$ cat src/design/hct_pkg.sv
package hct_pkg;

  localparam int unsigned KEY_W        = 31;
  localparam int unsigned STATUS_W     = 3;
  localparam int unsigned SLOT_INDEX_W = 3;
  localparam int unsigned DIGIT_W      = 4;
  localparam int unsigned DIGITS       = (KEY_W + DIGIT_W - 1) / DIGIT_W;

  typedef enum logic [STATUS_W-1:0] {
    STATUS_INSERTED  = 3'd0,
    STATUS_DUPLICATE = 3'd1,
    STATUS_FULL      = 3'd2,
    STATUS_FOUND     = 3'd3,
    STATUS_NOT_FOUND = 3'd4
  } status_e;

  typedef enum logic [2:0] {
    CS_IDLE,
    CS_REM,
    CS_CHAIN,
    CS_PROBE,
    CS_FIND
  } ctrl_state_e;

  typedef struct packed {
    logic    accept;
    logic    load_home;
    logic    follow;
    logic    step_next;
    logic    store;
    logic    link;
    logic    emit;
    status_e status;
    logic    idx_pos;
  } dp_cmd_t;

  typedef struct packed {
    logic is_find;
    logic rem_done;
    logic used;
    logic link_valid;
    logic key_hit;
    logic steps_last;
    logic out_free;
  } dp_stat_t;

endpackage

$ cat src/design/hct_if.sv
interface hct_req_if;
  import hct_pkg::*;

  logic             valid;
  logic             ready;
  logic             cmd;
  logic [KEY_W-1:0] key;

  modport source (output valid, output cmd, output key, input ready);
  modport sink (input valid, input cmd, input key, output ready);
endinterface

interface hct_rsp_if;
  import hct_pkg::*;

  logic                    valid;
  logic                    ready;
  logic [STATUS_W-1:0]     status;
  logic [SLOT_INDEX_W-1:0] slot_index;

  modport source (output valid, output status, output slot_index, input ready);
  modport sink (input valid, input status, input slot_index, output ready);
endinterface

$ cat src/design/hct_ram.sv
module hct_ram #(
  parameter int unsigned WIDTH = 8,
  parameter int unsigned DEPTH = 8
) (
  input  logic                     clk_i,
  input  logic                     we_i,
  input  logic [$clog2(DEPTH)-1:0] waddr_i,
  input  logic [WIDTH-1:0]         wdata_i,
  input  logic [$clog2(DEPTH)-1:0] raddr_i,
  output logic [WIDTH-1:0]         rdata_o
);

  logic [WIDTH-1:0] mem [DEPTH];

  always_ff @(posedge clk_i) begin
    if (we_i) begin
      mem[waddr_i] <= wdata_i;
    end
    rdata_o <= mem[raddr_i];
  end

endmodule

$ cat src/design/hct_rem.sv
module hct_rem #(
  parameter int unsigned TABLE_SLOTS = 8
) (
  input  logic                           clk_i,
  input  logic                           rst_ni,
  input  logic                           start_i,
  input  logic [hct_pkg::KEY_W-1:0]      key_i,
  output logic                           done_o,
  output logic [$clog2(TABLE_SLOTS)-1:0] rem_o
);
  import hct_pkg::*;

  localparam int unsigned RemW = $clog2(TABLE_SLOTS);
  localparam int unsigned AccW = RemW + DIGIT_W;
  localparam int unsigned ShW  = DIGITS * DIGIT_W;
  localparam int unsigned CntW = $clog2(DIGITS);

  logic            busy_q;
  logic [CntW-1:0] cnt_q;
  logic [ShW-1:0]  sh_q;
  logic [RemW-1:0] r_q;
  logic [AccW-1:0] acc;
  logic [AccW-1:0] res;

  // One hex digit per cycle: the partial remainder stays below the table size.
  always_comb begin
    acc = {r_q, sh_q[ShW-1 -: DIGIT_W]};
    res = acc;
    for (int k = 1; k < (1 << DIGIT_W); k++) begin
      if (acc >= AccW'(k * TABLE_SLOTS)) begin
        res = acc - AccW'(k * TABLE_SLOTS);
      end
    end
  end

  assign rem_o  = res[RemW-1:0];
  assign done_o = busy_q && (cnt_q == CntW'(DIGITS - 1));

  always_ff @(posedge clk_i or negedge rst_ni) begin
    if (!rst_ni) begin
      busy_q <= 1'b0;
      cnt_q  <= '0;
    end else if (start_i) begin
      busy_q <= 1'b1;
      cnt_q  <= '0;
    end else if (busy_q) begin
      cnt_q <= cnt_q + 1'b1;
      if (done_o) begin
        busy_q <= 1'b0;
      end
    end
  end

  always_ff @(posedge clk_i) begin
    if (start_i) begin
      sh_q <= ShW'(key_i);
      r_q  <= '0;
    end else if (busy_q) begin
      sh_q <= sh_q << DIGIT_W;
      r_q  <= res[RemW-1:0];
    end
  end

endmodule

$ cat src/design/hct_dp.sv
module hct_dp #(
  parameter int unsigned TABLE_SLOTS = 8
) (
  input  logic                                 clk_i,
  input  logic                                 rst_ni,
  input  logic                                 req_cmd_i,
  input  logic [hct_pkg::KEY_W-1:0]            req_key_i,
  input  logic                                 rsp_ready_i,
  input  hct_pkg::dp_cmd_t                     cmd_i,
  output hct_pkg::dp_stat_t                    stat_o,
  output logic                                 rsp_valid_o,
  output logic [hct_pkg::STATUS_W-1:0]         rsp_status_o,
  output logic [hct_pkg::SLOT_INDEX_W-1:0]     rsp_slot_index_o
);
  import hct_pkg::*;

  localparam int unsigned IdxW  = $clog2(TABLE_SLOTS);
  localparam int unsigned StepW = $clog2(TABLE_SLOTS + 1);

  logic                       cmd_q;
  logic [KEY_W-1:0]           key_q;
  logic [IdxW-1:0]            pos_q, pos_d;
  logic [IdxW-1:0]            tail_q, tail_d;
  logic [StepW-1:0]           steps_q, steps_d;
  logic [TABLE_SLOTS-1:0]     used_q;
  logic [TABLE_SLOTS-1:0]     lvalid_q;
  logic [IdxW-1:0]            pos_next;
  logic [IdxW-1:0]            rem;
  logic                       rem_done;
  logic [KEY_W-1:0]           rd_key;
  logic [IdxW-1:0]            rd_link;
  logic [IdxW+SLOT_INDEX_W-1:0] pos_ext;
  logic                       out_valid_q;
  status_e                    out_status_q;
  logic [SLOT_INDEX_W-1:0]    out_idx_q;

  hct_rem #(
    .TABLE_SLOTS(TABLE_SLOTS)
  ) u_rem (
    .clk_i  (clk_i),
    .rst_ni (rst_ni),
    .start_i(cmd_i.accept),
    .key_i  (req_key_i),
    .done_o (rem_done),
    .rem_o  (rem)
  );

  // Both stores are read at the next slot, so their data matches pos_q.
  hct_ram #(
    .WIDTH(KEY_W),
    .DEPTH(TABLE_SLOTS)
  ) u_key_ram (
    .clk_i  (clk_i),
    .we_i   (cmd_i.store),
    .waddr_i(pos_q),
    .wdata_i(key_q),
    .raddr_i(pos_d),
    .rdata_o(rd_key)
  );

  hct_ram #(
    .WIDTH(IdxW),
    .DEPTH(TABLE_SLOTS)
  ) u_link_ram (
    .clk_i  (clk_i),
    .we_i   (cmd_i.link),
    .waddr_i(tail_q),
    .wdata_i(pos_q),
    .raddr_i(pos_d),
    .rdata_o(rd_link)
  );

  assign pos_next = (pos_q == IdxW'(TABLE_SLOTS - 1)) ? '0 : pos_q + 1'b1;
  assign pos_ext  = {{SLOT_INDEX_W{1'b0}}, pos_q};

  always_comb begin
    pos_d   = pos_q;
    tail_d  = tail_q;
    steps_d = steps_q;
    if (cmd_i.load_home) begin
      pos_d   = rem;
      tail_d  = rem;
      steps_d = '0;
    end else if (cmd_i.follow) begin
      pos_d   = rd_link;
      tail_d  = rd_link;
      steps_d = steps_q + 1'b1;
    end else if (cmd_i.step_next) begin
      pos_d   = pos_next;
      steps_d = steps_q + 1'b1;
    end
  end

  always_ff @(posedge clk_i) begin
    pos_q   <= pos_d;
    tail_q  <= tail_d;
    steps_q <= steps_d;
    if (cmd_i.accept) begin
      cmd_q <= req_cmd_i;
      key_q <= req_key_i;
    end
    if (cmd_i.emit) begin
      out_status_q <= cmd_i.status;
      out_idx_q    <= cmd_i.idx_pos ? pos_ext[SLOT_INDEX_W-1:0] : '0;
    end
  end

  always_ff @(posedge clk_i or negedge rst_ni) begin
    if (!rst_ni) begin
      used_q      <= '0;
      lvalid_q    <= '0;
      out_valid_q <= 1'b0;
    end else begin
      if (cmd_i.store) begin
        used_q[pos_q] <= 1'b1;
      end
      if (cmd_i.link) begin
        lvalid_q[tail_q] <= 1'b1;
      end
      if (cmd_i.emit) begin
        out_valid_q <= 1'b1;
      end else if (rsp_ready_i) begin
        out_valid_q <= 1'b0;
      end
    end
  end

  assign stat_o.is_find    = cmd_q;
  assign stat_o.rem_done   = rem_done;
  assign stat_o.used       = used_q[pos_q];
  assign stat_o.link_valid = lvalid_q[pos_q];
  assign stat_o.key_hit    = (rd_key == key_q);
  assign stat_o.steps_last = (steps_q == StepW'(TABLE_SLOTS));
  assign stat_o.out_free   = !out_valid_q || rsp_ready_i;

  assign rsp_valid_o      = out_valid_q;
  assign rsp_status_o     = out_status_q;
  assign rsp_slot_index_o = out_idx_q;

endmodule

$ cat src/design/hct_ctrl.sv
module hct_ctrl (
  input  logic               clk_i,
  input  logic               rst_ni,
  input  logic               req_valid_i,
  output logic               req_ready_o,
  input  hct_pkg::dp_stat_t  stat_i,
  output hct_pkg::dp_cmd_t   cmd_o
);
  import hct_pkg::*;

  ctrl_state_e state_q, state_d;

  always_ff @(posedge clk_i or negedge rst_ni) begin
    if (!rst_ni) begin
      state_q <= CS_IDLE;
    end else begin
      state_q <= state_d;
    end
  end

  // A result is only produced when the output register can take it.
  always_comb begin
    state_d     = state_q;
    req_ready_o = 1'b0;
    cmd_o       = '0;
    cmd_o.status = STATUS_INSERTED;
    case (state_q)
      CS_IDLE: begin
        req_ready_o = 1'b1;
        if (req_valid_i) begin
          cmd_o.accept = 1'b1;
          state_d      = CS_REM;
        end
      end
      CS_REM: begin
        if (stat_i.rem_done) begin
          cmd_o.load_home = 1'b1;
          state_d         = stat_i.is_find ? CS_FIND : CS_CHAIN;
        end
      end
      CS_CHAIN: begin
        if (!stat_i.used) begin
          if (stat_i.out_free) begin
            cmd_o.store   = 1'b1;
            cmd_o.emit    = 1'b1;
            cmd_o.status  = STATUS_INSERTED;
            cmd_o.idx_pos = 1'b1;
            state_d       = CS_IDLE;
          end
        end else if (stat_i.link_valid) begin
          if (stat_i.key_hit || stat_i.steps_last) begin
            if (stat_i.out_free) begin
              cmd_o.emit   = 1'b1;
              cmd_o.status = stat_i.key_hit ? STATUS_DUPLICATE : STATUS_FULL;
              state_d      = CS_IDLE;
            end
          end else begin
            cmd_o.follow = 1'b1;
          end
        end else begin
          state_d = CS_PROBE;
        end
      end
      CS_PROBE: begin
        if (!stat_i.used) begin
          if (stat_i.out_free) begin
            cmd_o.store   = 1'b1;
            cmd_o.link    = 1'b1;
            cmd_o.emit    = 1'b1;
            cmd_o.status  = STATUS_INSERTED;
            cmd_o.idx_pos = 1'b1;
            state_d       = CS_IDLE;
          end
        end else if (stat_i.key_hit || stat_i.steps_last) begin
          if (stat_i.out_free) begin
            cmd_o.emit   = 1'b1;
            cmd_o.status = stat_i.key_hit ? STATUS_DUPLICATE : STATUS_FULL;
            state_d      = CS_IDLE;
          end
        end else begin
          cmd_o.step_next = 1'b1;
        end
      end
      CS_FIND: begin
        if (stat_i.used && stat_i.key_hit) begin
          if (stat_i.out_free) begin
            cmd_o.emit    = 1'b1;
            cmd_o.status  = STATUS_FOUND;
            cmd_o.idx_pos = 1'b1;
            state_d       = CS_IDLE;
          end
        end else if (!stat_i.used || !stat_i.link_valid || stat_i.steps_last) begin
          if (stat_i.out_free) begin
            cmd_o.emit   = 1'b1;
            cmd_o.status = STATUS_NOT_FOUND;
            state_d      = CS_IDLE;
          end
        end else begin
          cmd_o.follow = 1'b1;
        end
      end
      default: begin
        state_d = CS_IDLE;
      end
    endcase
  end

endmodule

$ cat src/design/coalesced_hash_table_unit.sv
// Channel  Role    Payload
// req      sink    cmd (0 insert, 1 find), key
// rsp      source  status, slot_index
//
// A request is accepted in the idle state, passes through the remainder unit
// (one hex digit of the key per cycle) and then visits one slot per cycle.
// An insert that leaves the chain for the linear probe passes from the chain state
// to the probe state first; the result waits while the output register is full.
// Reset clears the used and link flags at once; the key store needs no clearing.
// The result waits in an output register while the next request is accepted.
module coalesced_hash_table_unit #(
  parameter int unsigned TABLE_SLOTS = 8
) (
  input logic       clk_i,
  input logic       rst_ni,
  hct_req_if.sink   req,
  hct_rsp_if.source rsp
);
  import hct_pkg::*;

  dp_cmd_t  cmd;
  dp_stat_t stat;
  logic     ready;

  assign req.ready = ready;

  hct_ctrl u_ctrl (
    .clk_i      (clk_i),
    .rst_ni     (rst_ni),
    .req_valid_i(req.valid),
    .req_ready_o(ready),
    .stat_i     (stat),
    .cmd_o      (cmd)
  );

  hct_dp #(
    .TABLE_SLOTS(TABLE_SLOTS)
  ) u_dp (
    .clk_i           (clk_i),
    .rst_ni          (rst_ni),
    .req_cmd_i       (req.cmd),
    .req_key_i       (req.key),
    .rsp_ready_i     (rsp.ready),
    .cmd_i           (cmd),
    .stat_o          (stat),
    .rsp_valid_o     (rsp.valid),
    .rsp_status_o    (rsp.status),
    .rsp_slot_index_o(rsp.slot_index)
  );

  a_emit_free: assert property (@(posedge clk_i) disable iff (!rst_ni)
    cmd.emit |-> stat.out_free)
    else $error("Result written while the output register was still full.");

  a_store_empty: assert property (@(posedge clk_i) disable iff (!rst_ni)
    cmd.store |-> !stat.used)
    else $error("Key stored into a slot that is already in use.");

  a_link_insert: assert property (@(posedge clk_i) disable iff (!rst_ni)
    cmd.link |-> (cmd.store && cmd.emit && (cmd.status == STATUS_INSERTED)))
    else $error("Link written without storing the key.");

  a_accept_busy: assert property (@(posedge clk_i) disable iff (!rst_ni)
    (req.valid && ready) |=> !ready)
    else $error("Second request accepted while one is in progress.");

endmodule
$ cat src/flat_wrapper.sv
// flat-port wrapper written by rule: the top's interface ports become plain ports
module coalesced_hash_table_unit_flat import hct_pkg::*;
#(
  parameter int unsigned TABLE_SLOTS = 8
)
  (clk_i, rst_ni, req_valid, req_cmd, req_key, req_ready, rsp_valid, rsp_status, rsp_slot_index, rsp_ready);
  hct_req_if req_i ();
  hct_rsp_if rsp_i ();
  input logic clk_i;
  input logic rst_ni;
  input wire logic [$bits(req_i.valid)-1:0] req_valid;
  input wire logic [$bits(req_i.cmd)-1:0] req_cmd;
  input wire logic [$bits(req_i.key)-1:0] req_key;
  output wire logic [$bits(req_i.ready)-1:0] req_ready;
  output wire logic [$bits(rsp_i.valid)-1:0] rsp_valid;
  output wire logic [$bits(rsp_i.status)-1:0] rsp_status;
  output wire logic [$bits(rsp_i.slot_index)-1:0] rsp_slot_index;
  input wire logic [$bits(rsp_i.ready)-1:0] rsp_ready;
  assign req_i.valid = req_valid;
  assign req_i.cmd = req_cmd;
  assign req_i.key = req_key;
  assign req_ready = req_i.ready;
  assign rsp_valid = rsp_i.valid;
  assign rsp_status = rsp_i.status;
  assign rsp_slot_index = rsp_i.slot_index;
  assign rsp_i.ready = rsp_ready;
  coalesced_hash_table_unit #(.TABLE_SLOTS(TABLE_SLOTS)) u_core (.clk_i(clk_i), .rst_ni(rst_ni), .req(req_i), .rsp(rsp_i));
endmodule
$ cat config.mk
export PLATFORM = sky130hd
export DESIGN_NAME = coalesced_hash_table_unit_flat
export DESIGN_NICKNAME = d
export VERILOG_FILES = /design/src/design/hct_pkg.sv /design/src/design/hct_if.sv /design/src/design/hct_ram.sv /design/src/design/hct_rem.sv /design/src/design/hct_dp.sv /design/src/design/hct_ctrl.sv /design/src/design/coalesced_hash_table_unit.sv /design/src/flat_wrapper.sv
export SDC_FILE = /design/constraint.sdc
export NUM_CORES = 1
export LEC_CHECK = 0
export BUFFER_PORTS_ARGS = -buffer_cell sky130_fd_sc_hd__clkbuf_2
export CAP_MARGIN = 30
export CORE_ASPECT_RATIO = 0.8
export CORE_MARGIN = 2
export CORE_UTILIZATION = 43
export DETAILED_ROUTE_END_ITERATION = 6
export GPL_TIMING_DRIVEN = 1
export SYNTH_ARGS = -nofsm -noshare
export SYNTH_HDL_FRONTEND = slang
export SYNTH_SLANG_ARGS = --single-unit
$ cat constraint.sdc
create_clock -name clk_i -period 10.5 [get_ports clk_i]
set_clock_uncertainty 0.1 [all_clocks]
set_input_delay 2.625 -clock clk_i [delete_from_list [all_inputs] [get_ports clk_i]]
set_output_delay 2.625 -clock clk_i [all_outputs]
set_load 0.02 [all_outputs]
# Word-level counts from Yosys, hierarchy flattened
# Memory sizes are Yosys's and may differ from the RTL's. A register that Yosys moved wholly into a read port is not among the register bits.
# Cells that the tools add are included.
[word_totals]
reg_bits = 107
out_inout_bits = 8
latchBits = 0
mem_bits_rw = 272
romBits = 0
word_cells = 174
n_memories = 2
[op_classes]
mux = 89
div_mod_pow = 0
n_bitwise = 2
n_mul = 0
n_eq_ne = 11
n_lt_le_gt_ge = 19
shift = 0
reduce_logical = 17
add_sub_neg = 18
[mem_list]
columns = ["memory", "words", "word_bits", "read_ports", "rd_clocked_by_memory_dff", "write_ports", "line_no", "source"]
rows = [
  ["u_core.u_dp.u_key_ram.mem", 8, 31, 1, 1, 1, "hct_ram.sv:13", "logic [WIDTH-1:0] mem [DEPTH];"],
  ["u_core.u_dp.u_link_ram.mem", 8, 3, 1, 1, 1, "hct_ram.sv:13", ""],
]
[ops]
columns = ["op", "count"]
rows = [
  ["$mux W3", 33],
  ["$mux W31", 2],
  ["$ge A7 B7 Y1 const B", 8],
  ["$sub A3 B1 Y3 const B", 15],
  ["$mux W4", 10],
  ["$eq A31 B31 Y1", 1],
  ["$mux W1", 31],
  ["$ge A7 B6 Y1 const B", 4],
  ["$or A8 B8 Y8", 2],
  ["$pmux W3 S5", 1],
  ["$pmux W5 S3", 1],
  ["$ge A7 B5 Y1 const B", 2],
  ["$mux W5", 2],
  ["$eq A3 B3 Y1 const B", 3],
  ["$lt A3 B4 Y1 const B", 2],
  ["$reduce_bool A2 Y1", 4],
  ["$ge A7 B4 Y1 const B", 1],
  ["$mux W7", 1],
  ["$add A3 B1 Y3 const B", 2],
  ["$bmux W1 S3", 2],
  ["$demux W1 S3", 2],
  ["$eq A3 B2 Y1 const B", 2],
  ["$ge A3 B1 Y1 const B", 2],
  ["$add A4 B1 Y4 const B", 1],
  ["other kinds (11)", 22],
]

# Logic depth before layout (Yosys ltp)
# Gate-level depths: netlist of the first run.
[depth]
depth_word = 17
mapped_depth = 14

# Modules after synthesis
# From an unflattened synthesis of the first run, not the netlist that was laid out.
[unflattened]
cells_unflattened = 778
hier_area_um2 = 15695.1
[modules_own_cells]
columns = ["mod", "seq_area_each_um2", "area_per_inst_um2", "cells_each", "n_inst"]
rows = [
  ["hct_ram at u_core.u_dp.u_key_ram", 8067.7, 10221.1, 402, 1],
  ["hct_dp", 1796.7, 2760.1, 196, 1],
  ["hct_rem", 820.8, 1229.9, 71, 1],
  ["hct_ram at u_core.u_dp.u_link_ram", 780.7, 1042.2, 50, 1],
  ["hct_ctrl", 75.1, 441.7, 59, 1],
]

# Worst setup path before layout of the first run
# No wires, ideal clock.
[synth_timing]
kind = "input -> register"
startpoint = "in rsp_ready"
endpoint = "mem u_core.u_dp.u_key_ram.mem[0][0] (netlist bit), enable pin"
cell_stages = 4
required_ns = 9.941
arrival_ns = 5.463
slack_ns = 4.478
cell_sequence = "nand2b_1 -> nand2_1 -> or3_1 -> nor3_1"
[synth_between]
elab_chain_cells = 6
[synth_lines]
columns = ["item", "line_no", "source"]
rows = [
  ["start: declaration", "flat_wrapper.sv:18", "input wire logic [$bits(rsp_i.ready)-1:0] rsp_ready;"],
  ["$logic_or A1 B1 Y1 *", "hct_dp.sv:134", "assign stat_o.out_free = !out_valid_q || rsp_ready_i;"],
  ["$mux W7 / $mux W1 (equally long branches)", "hct_ctrl.sv:66, hct_ctrl.sv:43", ""],
  ["$mux W2 / $mux W1 (equally long branches)", "hct_ctrl.sv:65, hct_ctrl.sv:42", ""],
  ["$pmux W1 S2 *", "hct_ctrl.sv:27", "case (state_q)"],
  ["$mux W1 *", "hct_ram.sv:16", "if (we_i) begin"],
  ["$mux W1 (implied by the code) *", "hct_ram.sv:17", "mem[waddr_i] <= wdata_i;"],
  ["end: declaration", "hct_ram.sv:13", ""],
]
# Mark *: on every way between the ends. The rest lies on a longest branch, timed or not.

# Worst setup path in the final report of the first run
[layout_timing]
startpoint = "reg u_core.u_ctrl.state_q[0]"
endpoint = "out req_ready"
[layout_between]
elab_chain_cells = 2
[layout_lines]
columns = ["item", "line_no", "source"]
rows = [
  ["start: declaration", "hct_ctrl.sv:11", "ctrl_state_e state_q, state_d;"],
  ["start signal: assignment", "hct_ctrl.sv:17", "state_q <= state_d;"],
  ["$logic_not A3 Y1", "hct_ctrl.sv:27", ""],
  ["$mux W1", "hct_ctrl.sv:27", ""],
  ["end: declaration", "flat_wrapper.sv:14", "output wire logic [$bits(req_i.ready)-1:0] req_ready;"],
]
# Every way passes these cells.

==> results.yml, run 1 <==
logic_synthesis:
  synth_ff_type: "edfxtp_1"
  synth-edff-count: 337
  synth.avg_cell_area_um2: 17.39
  yosysWarnings: 0
  synthArstFlopShare_pct: 5.970
  synth.distinct_cells: 48
  syn-cell-area_um2: 15870
  synth_fp_nets: 955
  yosysSeqAreaShare_pct: 72.70
  synth_seq_cells: 402
  syn_inst: 913
timing:
  whs_ps: 358.3
  setup_viol: 0
  setup_slack_ps: 5938
  relSlewSlack_pct: 37.78
  rsz0062_at_grt: "false"
  fmax_ghz: 0.2192
  fin_crit_sh_pct: 43.45
  fin_tns_setup_ps: 0
  fin_crit_ps: 4562
  drv_slew: 0
  hold_viol_final: 0
  tightest_slew_ps: 932.1
placement:
  pre_cts_slack_ps: 5706
  dp.cells: 1416
  dp_hpwl_um: 18000
  port_buffers: 43
  gp_congestion: 0.8114
clock_tree:
  path_clk_slew_ps: 60
  cts_buffers: 40
  clk_root_buffer_cell: "clkbuf_16"
  hold_buffers: 0
  cts_sinks: 402
  clk_latency_ps: 540
  clock_path_buffers: 3
  h-tree-depth: 2
  cts-resized-gates: 0
  cts_tree: "done"
  cts_setup_buffers: 0
run_status:
  status: "completed"
final_layout:
  layout.cells.most_common_list: "edfxtp_1, mux2i_1, mux2_2"
  fill_cells: 3052
  regArea_um2: 11540
  multi_input_area_um2: 4125
  layout-drive-gt1-share_pct: 20.65
  fin_nets: 1022
  syn_to_final_growth_pct: 13.50
  fin_cells: 1493
  layout_commonest_cell: "edfxtp_1"
floorplanning:
  coreArea_um2: 36150
  dieArea_um2: 38480
  dieWidth_um: 218.8
  initial_core_util_pct: 43.91
  num_io_pins: 44
  num_rows: 62
  die_h_um: 175.9
pwr:
  powerDensity_nw_per_um2: 284.9
  p_leak_nw: 6.596
  ir_worst_vdd_mv: 0.1956
route:
  drt_iter0_drc: 457
  wire_per_inst_um: 20.49
  route.detailed.vias_per_inst: 5.178
  detail-route-antenna-nets: 0
  vias: 7731
  drt-pass1-iter-count: 5
  drcViolationCount: 0
  wl_um: 30600
setup_path:
  cp.arrival_ps: 1840
  path_class: "reg -> out"
  worst-path-max-fanout: 15
  startpoint_type: "flip-flop"
  endpoint_kind: "output pin"
  cp.required_ps: 7780
global_route:
  grtUsageTotal_pct: 16.41
  overflow: 0
  antenna_found_initial: 1
  grt_max_degree: 58
  grt_pass1_wl_um: 47480
  grt_pass1_vias: 7759
job:
  cap_violations: 0
worst_hold_path:
  hp-class: "reg -> reg"
## sequential cells by signal, summed over array words and instances (netlist names), 4 cells and up
name,count
u_core.u_dp.key_q,31
u_core.u_dp.u_key_ram.mem,248
u_core.u_dp.used_q,8
u_core.u_dp.u_key_ram.rdata_o,31
u_core.u_dp.u_rem.sh_q,24
u_core.u_dp.lvalid_q,8
u_core.u_dp.u_link_ram.mem,24
u_core.u_dp.steps_q,4
## power breakdown
| group | switching (mW) | internal (mW) | total, mW |
|---|---|---|---|
| sequential | 0.205 | 2.09 | 2.29 |
| combinational | 0.759 | 0.692 | 1.45 |
| clock | 0.575 | 0.816 | 1.39 |
| total | 1.54 | 3.60 | 5.13 |
## layout make-up
cell class                 instances  share of cell area, %
sequential                       402                  64.06
multi-input combinational        471                  22.90
clock buffer                      62                  6.465
tap                              480                  3.333
timing repair buffer              62                  2.500
clock inverter                    12                 0.6736
inverter                           3                0.06250
antenna                            1                0.01389
## per-layer routing
metal | wire length (um) | part of all wire (%) | global-route usage [%] | vias up
li1 | - | - | - | 3624
met1 | 15640 | 51 | 25.60 | 3925
met2 | 13320 | 44 | 23.66 | 141
met3 | 1191 | 3.9 | 2.857 | 41
met4 | 447 | 1.5 | 4.167 | 0
met5 | 0 | 0 | 0 | -
## cells in the mapped netlist (all sizes together), types with 3 or more instances
library cell,instances,share of area (%)
nand2,26,0.63
or2,17,0.67
o21ai,3,0.095
buf,29,1.5
and3,4,0.16
nor3,12,0.38
nand4,8,0.32
nor2,31,0.73
inv,3,0.071
clkbuf,8,0.21
edfxtp,337,64
mux2i,209,13
a21oi,5,0.16
xor2,5,0.28
and2,4,0.16
a31oi,3,0.12
o22ai,5,0.20
dfxtp,41,5.2
ha,6,0.47
nand2b,12,0.47
xnor2,30,1.7
nand3,7,0.22
mux2,56,4.0
nor4,3,0.12
dfrtp,24,3.8
## path summary, 6_finish.rpt
path,from,to,depth (start not counted),slack (ps)
setup / recovery,u_core.u_ctrl.state_q[0],req_ready,2,5940
hold / removal,u_core.u_dp.lvalid_q[5],u_core.u_dp.lvalid_q[5],1,360
setup reg to reg,u_core.u_dp.key_q[30],u_core.u_dp.u_key_ram.rdata_o[23],11,6040
hold reg to reg,u_core.u_dp.lvalid_q[5],u_core.u_dp.lvalid_q[5],1,360
max in group asynchronous,rst_ni,u_core.u_dp.used_q[2],1,7840
min in group asynchronous,rst_ni,u_core.u_dp.lvalid_q[7],1,2020
## stage by stage
stage,utilization [%],cell area [um2],total power [mW]
6_report,49.84,18020,5.134
5_1_grt,49.83,18010,5.399
4_1_cts,49.68,17960,5.173
3_5_place_dp,46.12,16670,3.769
3_3_place_gp,45.92,16600,3.741
2_1_floorplan,-,15870,3.418
## worst max-delay path, stage by stage (launching register included)
cell and delay (ps):
dfrtp_1 560, nor3_1 490, clkbuf_2 260
## kinds of logic (layout without fill, tap and decap cells)
family          Yosys count  count (layout)  share of synthesized area (%)
simple gates            135             135                          4.367
fa+ha+maj                 6               6                         0.4729
mux                     267             267                          17.44
flops                   402             402                          72.70
other cells               0               1                              0
xor+xnor                 35              35                          1.931
buf+inv                  40             139                          1.805
compound gates           28              28                          1.285
(Power assumes the default switching activity.)
==> inputs of run 2 (changes only) <==
==> constraint.sdc (replaced) <==
create_clock -name clk_i -period 3.83 [get_ports clk_i]
set_clock_uncertainty 0.1 [all_clocks]
set_input_delay 0.9575 -clock clk_i [delete_from_list [all_inputs] [get_ports clk_i]]
set_output_delay 0.9575 -clock clk_i [all_outputs]
set_load 0.02 [all_outputs]
==> run 2 against run 1 <==
- largest cell class unchanged
- global-route usage grew 0.23 points
- critical path type is now reg -> reg
- register-to-register slack got worse by 5700 ps
- die area is the same
- sequential share of layout area down 0.69 points
- count of clock-buffer cells in the layout down 4
- sequential power rose to 2.7 times the previous value
- non-clock buffer count up 19
- via count increased by 0.83%
- final cell count increased by 1.0%
- setup slack got worse by 5600 ps
- total power rose to 2.8 times the previous value
- largest power group unchanged
==> results.yml, run 2 (synthesis results as in run 1) <==
final_layout:
  diodes: 0
  syn_to_final_growth_pct: 14.73
  layout_commonest_cell: "edfxtp_1"
  largest_reg_flops: 248
  fill_cells: 3014
  fin_nets: 1041
  reg_top3: "u_core.u_dp.u_key_ram.mem (248), u_core.u_dp.key_q (31), u_core.u_dp.u_key_ram.rdata_o (31)"
  fin_cells: 1508
  utilization_pct: 50.38
  top_register: "u_core.u_dp.u_key_ram.mem"
  layout-drive-gt1-share_pct: 21.89
  fin_area_um2: 18210
  layout.cells.most_common_list: "edfxtp_1, mux2i_1, mux2_2"
timing:
  tightest_slew_ps: 839.5
  setup_viol: 0
  fmax_ghz: 0.2832
  fin_tns_setup_ps: 0
  fin_crit_ps: 3531
  drv_slew: 0
  fin_crit_sh_pct: 92.20
  relSlewSlack_pct: 44.03
  whs_ps: 332.8
  setup_slack_ps: 298.7
  hold_viol_final: 0
  rsz0062_at_grt: "false"
placement:
  pre_cts_slack_ps: 331.8
  post_dp_cell_area_um2: 16970
  gp_congestion: 0.7807
  dp_hpwl_um: 18080
  port_buffers: 43
  dp.cells: 1437
global_route:
  grtUsageTotal_pct: 16.63
  grt_max_degree: 43
  grt_pass1_wl_um: 47440
  grt_pass1_vias: 7801
  antenna_found_initial: 1
  overflow: 0
route:
  vias: 7795
  detail-route-antenna-nets: 0
  wl_um: 31220
  drcViolationCount: 0
  drt-pass1-iter-count: 5
  drt_iter0_drc: 504
  route.detailed.vias_per_inst: 5.169
  wire_per_inst_um: 20.70
setup_path:
  worst-path-max-fanout: 39
  crit_path_start: "u_core.u_dp.key_q[1]"
  cp.arrival_ps: 3850
  reg2regPathDepth: 11
  r2r_start: "u_core.u_dp.key_q[1]"
  startpoint_type: "flip-flop"
  endpoint_kind: "flip-flop"
  path_class: "reg -> reg"
  cp.required_ps: 4150
clock_tree:
  clk_latency_ps: 550
  cts_setup_buffers: 0
  cts_sinks: 402
  clk_root_buffer_cell: "clkbuf_16"
  cts-resized-gates: 0
  cts_buffers: 40
  clock_path_buffers: 3
  cts_tree: "done"
  path_clk_slew_ps: 60
  h-tree-depth: 2
  hold_buffers: 0
pwr:
  ir_worst_vdd_mv: 0.6729
  powerDensity_nw_per_um2: 781.5
  power_mw: 14.23
  p_leak_nw: 6.695
worst_hold_path:
  hp-class: "in -> async"
floorplanning:
  num_io_pins: 44
  dieArea_um2: 38480
  die_h_um: 175.9
  coreArea_um2: 36150
  num_rows: 62
  dieWidth_um: 218.8
  initial_core_util_pct: 43.91
job:
  cap_violations: 0
run_status:
  status: "completed"
-- run 2: cell count changes in the layout (fill, tap and decap cells not counted), sizes merged --
cell and change:
buf +19, clkbuf -4, bufinv -1, clkinv +1
diode -1, inv +1
-- run 2: worst max-delay path, cell delays in order (launching register included) --
cell      delay [ps]
edfxtp_1         570
xnor2_1          430
nand4_1          160
nor2_1           200
buf_4            170
a31oi_1          180
and3_1           250
o311a_4          470
buf_12           260
mux2i_1          220
mux2i_1           90
mux2_2           260
-- run 2: area by class of cell --
type                       instances  area (um2)  area share [%]
timing repair buffer              81       675.6           3.710
clock buffer                      58        1150           6.314
tap                              480       600.6           3.298
clock inverter                    13       96.34          0.5290
inverter                           3       11.26         0.06183
multi-input combinational        471        4138           22.72
sequential                       402       11540           63.37
-- run 2: final timing paths --
path	end	slack [ps]
max	u_core.u_dp.u_key_ram.rdata_o[8]	300
min	u_core.u_ctrl.state_q[2]	330
max reg2reg	u_core.u_dp.u_key_ram.rdata_o[8]	300
min reg2reg	u_core.u_dp.used_q[0]	370
max in group asynchronous	u_core.u_dp.lvalid_q[1]	2850
min in group clk_i	u_core.u_dp.used_q[0]	370
-- run 2: routing by layer --
layer / up-vias / GRT usage, % / routed length, um
li1: 3661 / - / -
met1: 3944 / 24.97 / 15430
met2: 142 / 25.33 / 14050
met3: 48 / 2.632 / 1157
met4: 0 / 4.195 / 576
met5: - / 0 / 0
-- run 2: power breakdown --
group	internal [mW]	switching, mW	total (mW)	leakage [nW]
combinational	2.05	2.20	4.25	2.33
sequential	5.72	0.512	6.23	3.75
clock	2.15	1.60	3.75	0.615
total	9.92	4.31	14.2	6.70
